File: src/rtl/core/pjs_pkg.sv
package pjs_pkg;

  localparam int unsigned MaxJobs = 16;
  localparam int unsigned IdxW    = (MaxJobs > 1) ? $clog2(MaxJobs) : 1;
  localparam int unsigned CntW    = $clog2(MaxJobs + 1);

  localparam int unsigned IdW    = 8;
  localparam int unsigned ArrW   = 16;
  localparam int unsigned BurstW = 16;
  localparam int unsigned PrioW  = 8;
  localparam int unsigned TimeW  = 21;
  localparam int unsigned WaitW  = 20;

  typedef struct packed {
    logic [IdW-1:0]    job_id;
    logic [ArrW-1:0]   arrival;
    logic [BurstW-1:0] burst;
    logic [PrioW-1:0]  priority_req;
    logic              last_job;
  } job_t;

  typedef struct packed {
    logic [IdW-1:0]   done_id;
    logic [TimeW-1:0] completion;
    logic [TimeW-1:0] turnaround;
    logic [WaitW-1:0] waiting;
    logic             last_result;
  } res_t;

  typedef struct packed {
    logic [IdW-1:0]    id;
    logic [ArrW-1:0]   arrival;
    logic [BurstW-1:0] burst;
    logic [PrioW-1:0]  prio;
  } entry_t;

  typedef struct packed {
    logic            clr;
    logic            vld;
    logic            fin;
    logic [IdxW-1:0] idx;
  } sel_ctrl_t;

  typedef struct packed {
    logic            have_pick;
    logic [IdxW-1:0] idx;
    entry_t          pick;
    logic            have_next;
    logic [ArrW-1:0] next_arr;
  } sel_res_t;

  typedef enum logic [1:0] {
    StLoad,
    StScan,
    StOut
  } state_e;

endpackage

File: src/rtl/core/pjs_intf.sv
interface pjs_job_if;
  import pjs_pkg::*;

  logic valid;
  logic ready;
  job_t data;

  modport source (output valid, output data, input ready);
  modport sink   (input valid, input data, output ready);
endinterface

interface pjs_res_if;
  import pjs_pkg::*;

  logic valid;
  logic ready;
  res_t data;

  modport source (output valid, output data, input ready);
  modport sink   (input valid, input data, output ready);
endinterface

File: src/rtl/core/pjs_table.sv
module pjs_table (
  input  logic                      clk_i,
  input  logic                      we_i,
  input  logic [pjs_pkg::IdxW-1:0]  waddr_i,
  input  pjs_pkg::entry_t           wdata_i,
  input  logic                      re_i,
  input  logic [pjs_pkg::IdxW-1:0]  raddr_i,
  output pjs_pkg::entry_t           rdata_o
);
  import pjs_pkg::*;

  entry_t mem_q [MaxJobs];
  entry_t rdata_q;

  always_ff @(posedge clk_i) begin
    if (we_i) begin
      mem_q[waddr_i] <= wdata_i;
    end
  end

  always_ff @(posedge clk_i) begin
    if (re_i) begin
      rdata_q <= mem_q[raddr_i];
    end
  end

  assign rdata_o = rdata_q;

endmodule

File: src/rtl/core/pjs_sel.sv
module pjs_sel (
  input  logic                      clk_i,
  input  logic                      rst_ni,
  input  pjs_pkg::sel_ctrl_t        ctrl_i,
  input  pjs_pkg::entry_t           entry_i,
  input  logic [pjs_pkg::TimeW-1:0] time_i,
  output pjs_pkg::sel_res_t         res_o
);
  import pjs_pkg::*;

  logic            have_pick_q;
  logic            have_next_q;
  logic [IdxW-1:0] pick_idx_q;
  entry_t          pick_q;
  logic [ArrW-1:0] next_arr_q;

  logic arrived;
  logic take_pick;
  logic take_next;

  // one entry per cycle: best arrived priority, earliest pending arrival
  always_comb begin
    arrived   = TimeW'(entry_i.arrival) <= time_i;
    take_pick = ctrl_i.vld && !ctrl_i.fin && arrived &&
                (!have_pick_q || (entry_i.prio < pick_q.prio));
    take_next = ctrl_i.vld && !ctrl_i.fin && !arrived &&
                (!have_next_q || (entry_i.arrival < next_arr_q));
  end

  always_ff @(posedge clk_i or negedge rst_ni) begin
    if (!rst_ni) begin
      have_pick_q <= 1'b0;
      have_next_q <= 1'b0;
    end else if (ctrl_i.clr) begin
      have_pick_q <= 1'b0;
      have_next_q <= 1'b0;
    end else begin
      if (take_pick) begin
        have_pick_q <= 1'b1;
      end
      if (take_next) begin
        have_next_q <= 1'b1;
      end
    end
  end

  always_ff @(posedge clk_i) begin
    if (take_pick) begin
      pick_q     <= entry_i;
      pick_idx_q <= ctrl_i.idx;
    end
    if (take_next) begin
      next_arr_q <= entry_i.arrival;
    end
  end

  always_comb begin
    res_o.have_pick = have_pick_q;
    res_o.idx       = pick_idx_q;
    res_o.pick      = pick_q;
    res_o.have_next = have_next_q;
    res_o.next_arr  = next_arr_q;
  end

endmodule

File: src/rtl/core/priority_job_scheduler.sv
// Non-preemptive priority scheduler. Jobs load one word per cycle into a
// 16-entry table; the word marked last, or the one that fills the table,
// starts the schedule and the block stops taking words until the final
// result has been taken. Each result costs one scan pass (one read per
// loaded entry through the single read port, the table's registered
// read, a decision step) plus a hand-over on the output port, which may
// stall; every idle gap in arrivals adds one more pass that moves time to
// the next arrival. Ties in priority go to the job loaded first, and the
// table is empty again after the last result.
module priority_job_scheduler (
  input  logic      clk_i,
  input  logic      rst_ni,
  pjs_job_if.sink   job_i,
  pjs_res_if.source res_o
);
  import pjs_pkg::*;

  state_e            state_q, state_d;
  logic [CntW-1:0]   loaded_q, loaded_d;
  logic [CntW-1:0]   done_q, done_d;
  logic [CntW-1:0]   ridx_q, ridx_d;
  logic [MaxJobs-1:0] mask_q, mask_d;
  logic [TimeW-1:0]  t_q, t_d;
  logic              pend_q, pend_d;
  logic [IdxW-1:0]   pidx_q, pidx_d;
  res_t              res_q, res_d;

  logic      in_acc;
  logic      out_acc;
  logic      start;
  logic      scan_end;
  logic      rd_en;
  entry_t    wr_entry;
  entry_t    rd_entry;
  sel_ctrl_t sel_ctrl;
  sel_res_t  sel_res;

  assign in_acc   = job_i.valid & job_i.ready;
  assign out_acc  = res_o.valid & res_o.ready;
  assign start    = in_acc &&
                    (job_i.data.last_job || (loaded_q == CntW'(MaxJobs - 1)));
  assign scan_end = (state_q == StScan) && (ridx_q == loaded_q) && !pend_q;
  assign rd_en    = (state_q == StScan) && (ridx_q != loaded_q);

  assign job_i.ready = (state_q == StLoad);
  assign res_o.valid = (state_q == StOut);
  assign res_o.data  = res_q;

  always_comb begin
    wr_entry.id      = job_i.data.job_id;
    wr_entry.arrival = job_i.data.arrival;
    wr_entry.burst   = job_i.data.burst;
    wr_entry.prio    = job_i.data.priority_req;
  end

  pjs_table u_table (
    .clk_i   (clk_i),
    .we_i    (in_acc),
    .waddr_i (loaded_q[IdxW-1:0]),
    .wdata_i (wr_entry),
    .re_i    (rd_en),
    .raddr_i (ridx_q[IdxW-1:0]),
    .rdata_o (rd_entry)
  );

  always_comb begin
    sel_ctrl.clr = (state_q == StScan) && (ridx_q == '0);
    sel_ctrl.vld = pend_q;
    sel_ctrl.fin = mask_q[pidx_q];
    sel_ctrl.idx = pidx_q;
  end

  pjs_sel u_sel (
    .clk_i   (clk_i),
    .rst_ni  (rst_ni),
    .ctrl_i  (sel_ctrl),
    .entry_i (rd_entry),
    .time_i  (t_q),
    .res_o   (sel_res)
  );

  always_comb begin
    state_d = state_q;
    unique case (state_q)
      StLoad: begin
        if (start) begin
          state_d = StScan;
        end
      end
      StScan: begin
        if (scan_end && sel_res.have_pick) begin
          state_d = StOut;
        end
      end
      StOut: begin
        if (out_acc) begin
          state_d = res_q.last_result ? StLoad : StScan;
        end
      end
      default: state_d = StLoad;
    endcase
  end

  always_comb begin
    logic [TimeW-1:0] comp;
    logic [TimeW-1:0] wt;

    loaded_d = loaded_q;
    done_d   = done_q;
    ridx_d   = ridx_q;
    mask_d   = mask_q;
    t_d      = t_q;
    pend_d   = 1'b0;
    pidx_d   = pidx_q;
    res_d    = res_q;
    comp     = t_q + TimeW'(sel_res.pick.burst);
    wt       = t_q - TimeW'(sel_res.pick.arrival);

    unique case (state_q)
      StLoad: begin
        if (in_acc) begin
          loaded_d = loaded_q + CntW'(1);
        end
        if (start) begin
          ridx_d = '0;
          done_d = '0;
          mask_d = '0;
          t_d    = '0;
        end
      end
      StScan: begin
        pend_d = rd_en;
        pidx_d = ridx_q[IdxW-1:0];
        if (rd_en) begin
          ridx_d = ridx_q + CntW'(1);
        end
        if (scan_end) begin
          ridx_d = '0;
          if (sel_res.have_pick) begin
            res_d.done_id       = sel_res.pick.id;
            res_d.completion    = comp;
            res_d.turnaround    = comp - TimeW'(sel_res.pick.arrival);
            res_d.waiting       = wt[WaitW-1:0];
            res_d.last_result   = (done_q + CntW'(1)) == loaded_q;
            mask_d[sel_res.idx] = 1'b1;
            done_d              = done_q + CntW'(1);
            t_d                 = comp;
          end else begin
            // nothing has arrived: jump to the earliest pending arrival
            t_d = TimeW'(sel_res.next_arr);
          end
        end
      end
      StOut: begin
        if (out_acc) begin
          ridx_d = '0;
          if (res_q.last_result) begin
            loaded_d = '0;
            done_d   = '0;
            mask_d   = '0;
            t_d      = '0;
          end
        end
      end
      default: ;
    endcase
  end

  always_ff @(posedge clk_i or negedge rst_ni) begin
    if (!rst_ni) begin
      state_q  <= StLoad;
      loaded_q <= '0;
      done_q   <= '0;
      ridx_q   <= '0;
      mask_q   <= '0;
      t_q      <= '0;
      pend_q   <= 1'b0;
      pidx_q   <= '0;
    end else begin
      state_q  <= state_d;
      loaded_q <= loaded_d;
      done_q   <= done_d;
      ridx_q   <= ridx_d;
      mask_q   <= mask_d;
      t_q      <= t_d;
      pend_q   <= pend_d;
      pidx_q   <= pidx_d;
    end
  end

  always_ff @(posedge clk_i) begin
    res_q <= res_d;
  end

endmodule

File: src/flat_wrapper.sv
// flat-port wrapper written by rule: the top's interface ports become plain ports
module priority_job_scheduler_flat import pjs_pkg::*;
  (clk_i, rst_ni, job_i_valid, job_i_data, job_i_ready, res_o_valid, res_o_data, res_o_ready);
  pjs_job_if job_i_i ();
  pjs_res_if res_o_i ();
  input  logic clk_i;
  input  logic rst_ni;
  input wire logic [$bits(job_i_i.valid)-1:0] job_i_valid;
  input wire logic [$bits(job_i_i.data)-1:0] job_i_data;
  output wire logic [$bits(job_i_i.ready)-1:0] job_i_ready;
  output wire logic [$bits(res_o_i.valid)-1:0] res_o_valid;
  output wire logic [$bits(res_o_i.data)-1:0] res_o_data;
  input wire logic [$bits(res_o_i.ready)-1:0] res_o_ready;
  assign job_i_i.valid = job_i_valid;
  assign job_i_i.data = job_i_data;
  assign job_i_ready = job_i_i.ready;
  assign res_o_valid = res_o_i.valid;
  assign res_o_data = res_o_i.data;
  assign res_o_i.ready = res_o_ready;
  priority_job_scheduler u_core (.clk_i(clk_i), .rst_ni(rst_ni), .job_i(job_i_i), .res_o(res_o_i));
endmodule
File: config.mk
export PLATFORM = sky130hd
export DESIGN_NAME = priority_job_scheduler_flat
export DESIGN_NICKNAME = d
export VERILOG_FILES = /design/src/rtl/core/pjs_pkg.sv /design/src/rtl/core/pjs_intf.sv /design/src/rtl/core/pjs_table.sv /design/src/rtl/core/pjs_sel.sv /design/src/rtl/core/priority_job_scheduler.sv /design/src/flat_wrapper.sv
export SDC_FILE = /design/constraint.sdc
export NUM_CORES = 1
export LEC_CHECK = 0
export BUFFER_PORTS_ARGS = -buffer_cell sky130_fd_sc_hd__buf_2
export CAP_MARGIN = 20
export CELL_PAD_IN_SITES_DETAIL_PLACEMENT = 0
export CELL_PAD_IN_SITES_GLOBAL_PLACEMENT = 1
export CORE_MARGIN = 2
export CORE_UTILIZATION = 40
export DETAILED_ROUTE_END_ITERATION = 7
export PLACE_DENSITY = 0.59
export SLEW_MARGIN = 20
export SYNTH_ARGS = -nofsm -noshare
export SYNTH_HDL_FRONTEND = slang
export SYNTH_SLANG_ARGS = --single-unit
export TNS_END_PERCENT = 100
File: constraint.sdc
create_clock -name clk_i -period 14.1 [get_ports clk_i]
set_clock_uncertainty 0.2 [all_clocks]
set_input_delay 2.115 -clock clk_i [delete_from_list [all_inputs] [get_ports clk_i]]
set_output_delay 2.115 -clock clk_i [all_outputs]
set_load 0.01 [all_outputs]
# Yosys cells after proc, flatten, opt, wreduce, memory -nomap -nowiden
# Memory sizes are Yosys's and may differ from the RTL's. A register that Yosys moved wholly into a read port is not among the register bits.
# Cells that the tools add are included.
[classes] bitwise_logic=3 eq_ne=14 muxes=40 addsub=6 reduce_logical=32 n_lt_le_gt_ge=6
[op_table] op="$mux W21" n=5
[op_table] op="$mux W16" n=5
[op_table] op="$pmux W21 S3" n=1
[op_table] op="$pmux W16 S3" n=1
[op_table] op="$mux W5" n=9
[op_table] op="$pmux W5 S3" n=2
[op_table] op="$add A21 B16 Y21" n=1
[op_table] op="$le A16 B21 Y1" n=1
[op_table] op="$sub A21 B16 Y21" n=1
[op_table] op="$sub A20 B16 Y20" n=1
[op_table] op="$lt A16 B16 Y1" n=1
[op_table] op="$or A16 B16 Y16" n=1
[op_table] op="$add A5 B1 Y5 const B" n=3
[op_table] op="$logic_and A1 B1 Y1" n=12
[op_table] op="$ne A2 B2 Y1 const B" n=6
[op_table] op="$eq A5 B5 Y1" n=2
[op_table] op="$lt A4 B5 Y1 const B" n=2
[op_table] op="$mux W1" n=10
[op_table] op="$pmux W5 S2" n=1
[op_table] op="$lt A8 B8 Y1" n=1
[op_table] op="$reduce_and A4 Y1" n=2
[op_table] op="$mux W2" n=3
[op_table] op="$pmux W2 S3" n=1
[op_table] op="$reduce_and A3 Y1" n=2
[op_table] op="other kinds (18)" n=27
[word_totals] mem_count=1 mem_bits_rw=768 reg_bits=200 wordCells=123 output_inout_bits=73
[memory_table] name="u_core.u_table.mem_q" depth=16 word_bits=48 rd=1 rd_ports_with_merged_regs=1 write_ports=1 line="pjs_table.sv:12" source="entry_t mem_q [MaxJobs];"

# Logic depth before layout (Yosys ltp)
[depth] word_depth=8 depth_mapped=16 mapped_depth_nobuf=16

# Hierarchy
# A second synthesis with hierarchy kept.
[hier_totals] cells_unflattened=2145 hier_area_um2=40656.5
[by_module_without_submodules] module="pjs_table" cells_per_inst=1242 seq_area_each_um2=24503.5 area_per_inst_um2=30171.4 instances=1
[by_module_without_submodules] module="priority_job_scheduler" cells_per_inst=689 seq_area_each_um2=3608.5 area_per_inst_um2=7335.8 instances=1
[by_module_without_submodules] module="pjs_sel" cells_per_inst=214 seq_area_each_um2=2092.0 area_per_inst_um2=3149.3 instances=1

# Least setup slack after synthesis
# OpenSTA, ideal clock, no wires.
[synth_path] path_kind="in2reg" from="input port job_i_valid" to="memory u_core.u_table.mem_q[3][0] (netlist bit), enable pin" cell_stages=3 setup_slack_ps=7692 n_path_buf=0 arrival_time_ps=5695 path_cell_list="and2_1 nand2_1 nor3_1"
[synth_via] elab_chain_len=3
[synth_rtl] element="from (decl)" line="flat_wrapper.sv:8" source="input wire logic [$bits(job_i_i.valid)-1:0] job_i_valid;"
[synth_rtl] element="$and A1 B1 Y1" line="priority_job_scheduler.sv:38" source="assign in_acc = job_i.valid & job_i.ready;"
[synth_rtl] element="$mux W1" line="pjs_table.sv:16" source="if (we_i) begin"
[synth_rtl] element="$mux W1 (implied by the code)" line="pjs_table.sv:17" source="mem_q[waddr_i] <= wdata_i;"
[synth_rtl] element="to (decl)" line="pjs_table.sv:12"
# No other way between the ends.

# Final worst setup path
[layout_path] from="register u_core.t_q[0]" to="register u_core.res_q (netlist bit u_core.res_o.data[40]) (data pin)"
[layout_via] elab_chain_len=2
[layout_rtl] element="from (decl)" line="priority_job_scheduler.sv:23" source="logic [TimeW-1:0] t_q, t_d;"
[layout_rtl] element="from (signal assigned)" line="priority_job_scheduler.sv:185" source="t_q <= t_d;"
[layout_rtl] element="$add A21 B16 Y21" line="priority_job_scheduler.sv:116" source="comp = t_q + TimeW'(sel_res.pick.burst);"
[layout_rtl] element="$sub A21 B16 Y21" line="priority_job_scheduler.sv:142" source="res_d.turnaround = comp - TimeW'(sel_res.pick.arrival);"
[layout_rtl] element="to (signal assigned)" line="priority_job_scheduler.sv:192" source="res_q <= res_d;"
[layout_rtl] element="to (decl)" line="priority_job_scheduler.sv:26" source="res_t res_q, res_d;"
# No other way between the ends.
# A chain may end at the register's enable or synchronous reset.

==> flow_results.xml <==
<?xml version="1.0" encoding="UTF-8"?>
<metrics>
  <group name="detailed_routing">
    <metric name="drtPass1Iterations" unit="">5</metric>
    <metric name="via_count" unit="">20000</metric>
    <metric name="drt_drc_violations_left" unit="">0</metric>
    <metric name="drt_iter0_markers" unit="">1574</metric>
    <metric name="detail-route-antenna-nets" unit="">0</metric>
    <metric name="drt-wirelength-per-cell" unit="um">25.6</metric>
    <metric name="vias_per_cell" unit="">5.39</metric>
    <metric name="postRouteWirelength" unit="mm">94.9</metric>
  </group>
  <group name="pwr">
    <metric name="p_leak" unit="uW">0.0160</metric>
    <metric name="power.clock.fraction" unit="%">28.1</metric>
    <metric name="p_seq_share" unit="%">41.6</metric>
    <metric name="switching_power" unit="uW">3140</metric>
    <metric name="ir_drop" unit="V">0.000219</metric>
    <metric name="power.density_cell_area" unit="mW/mm^2">213</metric>
    <metric name="logic_pwr_share" unit="%">30.3</metric>
    <metric name="totalPowerFinal" unit="uW">9970</metric>
    <metric name="p_int" unit="uW">6830</metric>
    <metric name="switching_share" unit="%">31.5</metric>
  </group>
  <group name="sta">
    <metric name="fin_worst_hold_slack" unit="ns">0.216</metric>
    <metric name="max_slew.worst_pin.slew" unit="ns">1.05</metric>
    <metric name="setup_repair_after_global_routing_missed_its_margin" unit="">false</metric>
    <metric name="fmaxAchievable" unit="MHz">209</metric>
    <metric name="fin_setup_tns" unit="ns">0</metric>
    <metric name="fin_crit" unit="ns">4.79</metric>
    <metric name="slew_headroom" unit="%">30.3</metric>
    <metric name="final_count_of_pins_violating_max_slew" unit="">0</metric>
    <metric name="finalHoldViolCount" unit="">0</metric>
    <metric name="period_share" unit="%">34.0</metric>
    <metric name="setup_viol" unit="">0</metric>
  </group>
  <group name="clock_tree">
    <metric name="htree_levels" unit="">3</metric>
    <metric name="cts-buffers-inserted" unit="">108</metric>
    <metric name="cts_tree" unit="">done</metric>
    <metric name="cts.reportedPaths.clkPinSlew" unit="ns">0.06</metric>
    <metric name="cts-resized-gates" unit="">0</metric>
    <metric name="cts_setup_buffers" unit="">0</metric>
    <metric name="cts.sink_count" unit="">1016</metric>
    <metric name="clkLatencyLatePin" unit="ns">0.69</metric>
    <metric name="max-clock-path-buffers" unit="">3</metric>
    <metric name="cts.hold.buffers_added" unit="">0</metric>
    <metric name="clock_tree.root_cell" unit="">clkbuf_16</metric>
  </group>
  <group name="logic_synthesis">
    <metric name="postSynthRegisterBits" unit="">1016</metric>
    <metric name="synth.top_cell.area_share" unit="%">70.1</metric>
    <metric name="syn_area_per_cell" unit="um^2">19.8</metric>
    <metric name="synth-async-reset-ratio" unit="%">6.00</metric>
    <metric name="synth.cell_area" unit="mm^2">0.0409</metric>
    <metric name="synth_enable_flop_cells" unit="">955</metric>
    <metric name="synthCells" unit="">2061</metric>
    <metric name="yosys_warnings" unit="">0</metric>
    <metric name="synth_fp_nets" unit="">2211</metric>
    <metric name="synthFlopType" unit="">edfxtp_1</metric>
    <metric name="post-synth-top-area-cell" unit="">edfxtp_1</metric>
    <metric name="synth.yosys.seq_area_share" unit="%">73.9</metric>
    <metric name="post-synth-top-count-cell" unit="">edfxtp_1</metric>
    <metric name="synth_area_leaders" unit="">edfxtp_1 70%, mux4_2 13%, dfrtp_1 3.7%</metric>
    <metric name="ys_top_cells_by_count" unit="">955 x edfxtp_1, 245 x mux4_2, 94 x ha_1</metric>
    <metric name="yosysUniqueCellTypes" unit="">58</metric>
  </group>
  <group name="die">
    <metric name="die_h" unit="um">324</metric>
    <metric name="initial_utilization" unit="%">40.2</metric>
    <metric name="chipWidth" unit="um">324</metric>
    <metric name="io_pins" unit="">126</metric>
    <metric name="core_area" unit="mm^2">0.102</metric>
    <metric name="placement_rows" unit="">117</metric>
    <metric name="floorplan.die_area" unit="mm^2">0.105</metric>
  </group>
  <group name="global_routing">
    <metric name="global_route_wire_length_before_repair" unit="mm">140</metric>
    <metric name="grt.total_usage" unit="%">18.4</metric>
    <metric name="via_count_of_the_first_global_routing_pass" unit="">20900</metric>
    <metric name="gr-total-overflow" unit="">0</metric>
    <metric name="maximum_number_of_pins_on_one_net_before_global_route_repair" unit="">142</metric>
    <metric name="antenna_found_initial" unit="">16</metric>
  </group>
  <group name="setup_path">
    <metric name="timing.critical_path.slowest_cell_delay" unit="ns">0.46</metric>
    <metric name="worst-endpoint-required" unit="ns">14.32</metric>
    <metric name="setup.worst_path.class" unit="">register to register</metric>
    <metric name="critical_path_buf_inv_count" unit="">0</metric>
    <metric name="cp.arrival" unit="ns">5.02</metric>
    <metric name="timing.critical_path.max_delay_family" unit="">compound AO/OA/AOI/OAI gates</metric>
    <metric name="startpoint_type" unit="">register</metric>
    <metric name="cp_slowest_cell" unit="">fa_1</metric>
    <metric name="critPathMaxFanout" unit="">4</metric>
    <metric name="timing.critical_path.to_type" unit="">register</metric>
    <metric name="cp_cell_sequence" unit="">ha_1, fa_1, a211oi_1, o21ai_0, a31oi_1, o21bai_1, a21oi_1, xnor2_1, ha_1, nand2_1, nor3_1, o21a_1, nand2_1, a21boi_0, nor4_1, xor2_1</metric>
  </group>
  <group name="finish">
    <metric name="area.growth.synth_to_final" unit="%">14.5</metric>
    <metric name="final_core_util" unit="%">46.1</metric>
    <metric name="design_area" unit="mm^2">0.0468</metric>
    <metric name="final_net_count" unit="">2400</metric>
    <metric name="final_layout_size_suffix_gt1_share" unit="%">25.3</metric>
    <metric name="fillerInstances" unit="">8684</metric>
  </group>
  <group name="job">
    <metric name="max-cap-violations" unit="">0</metric>
  </group>
  <group name="placement">
    <metric name="finalWeightedCongestion" unit="">0.759</metric>
    <metric name="detailed_place_hpwl" unit="mm">54.7</metric>
    <metric name="io_buffer_count" unit="">125</metric>
    <metric name="dpl_cell_area" unit="mm^2">0.0433</metric>
  </group>
  <group name="min_path">
    <metric name="hold_path_class" unit="">register to register</metric>
  </group>
  <group name="outcome">
    <metric name="run_status" unit="">finished, final reports clean</metric>
  </group>
</metrics>
## registers in the layout (all words and copies together), names as in the netlist
name,count
u_core.res_o.data,71
u_core.u_table.rdata_o,48
u_core.loaded_q,5
u_core.t_q,21
u_core.u_table.mem_q,768
u_core.pend_q,1
u_core.u_sel.pick_idx_q,4
u_core.pidx_q,4
u_core.done_q,5
u_core.u_sel.res_o,48
u_core.state_q,2
u_core.mask_q,16
u_core.u_sel.next_arr_q,16
u_core.ridx_q,5
u_core.u_sel.have_next_q,1
u_core.u_sel.have_pick_q,1
## metal layers
layer	track usage [%]	vias to the layer above	part of all wire (%)
met5	0	-	0.10
met4	4.89	16	2.4
met3	3.57	163	5.0
met2	30.7	491	49
met1	24.7	10600	43
li1	-	8752	-
## worst paths after layout
path	startpoint	to	slack, ns	cells past startpoint
setup / recovery	u_core.t_q[0]	u_core.res_o.data[40]	9.31	16
hold / removal	u_core.u_table.rdata_o[44]	u_core.u_sel.res_o[61]	0.22	0
setup reg to reg	u_core.t_q[0]	u_core.res_o.data[40]	9.31	16
hold reg to reg	u_core.u_table.rdata_o[44]	u_core.u_sel.res_o[61]	0.22	0
max in group asynchronous	rst_ni	u_core.ridx_q[0]	11.56	2
min in group asynchronous	rst_ni	u_core.t_q[17]	1.42	2
## cells in the final DEF, fill, tap and decap left out, types with 16 or more instances in the layout
cell,count
buf_2,125
clkinv_1,20
mux4_2,245
nor2_1,55
buf_4,29
edfxtp_1,955
clkbuf_1,21
o21ai_0,59
ha_1,94
clkinv_2,26
a21oi_1,53
nor2b_1,16
o21a_1,23
nand2b_1,20
a21o_1,28
nand2_1,67
clkbuf_16,109
inv_1,85
xor2_1,21
xnor2_1,37
dfrtp_1,57
## area by class of cell
type                    count  area, um^2  share of cell area, %
diodes                      2        5.00                 0.0107
clock buffers             131        2820                   6.02
clock inverters            69         681                   1.45
inverters                  86         324                  0.692
multi-input cells         882       10200                   21.7
flip-flops and latches   1016       30200                   64.6
well taps                1368        1710                   3.66
repair buffers            156         883                   1.89
## power groups by stage
stage / clock (uW) / combinational (uW) / sequential, uW
finish: 2800 / 3020 / 4140
global placement: 0 / 3070 / 4210
floorplan: 0 / 2310 / 4000
global route: 2990 / 3320 / 4190
detailed placement: 0 / 3080 / 4210
CTS: 2870 / 3090 / 4150
## cells by family after synthesis
logic type               Yosys count  share of synthesized area, %
flip-flops                      1016                          73.9
multiplexers                     259                          13.8
AND/OR/NAND/NOR                  241                          2.92
AO/OA/AOI/OAI                    226                          3.50
buffers and inverters            163                          1.55
adder cells (fa/ha/maj)           97                          3.02
XOR/XNOR                          59                          1.28
## through the flow
| stage | setup WS [ns] | std cells |
|---|---|---|
| final | 9.31 | 3710 |
| after global routing | 9.02 | 3708 |
| after CTS | 9.33 | 3708 |
| after detailed placement | 9.13 | 3508 |
| after global placement | 9.12 | 3508 |
| after floorplan | 7.69 | 2061 |
Power figures use the tool's default switching activity.
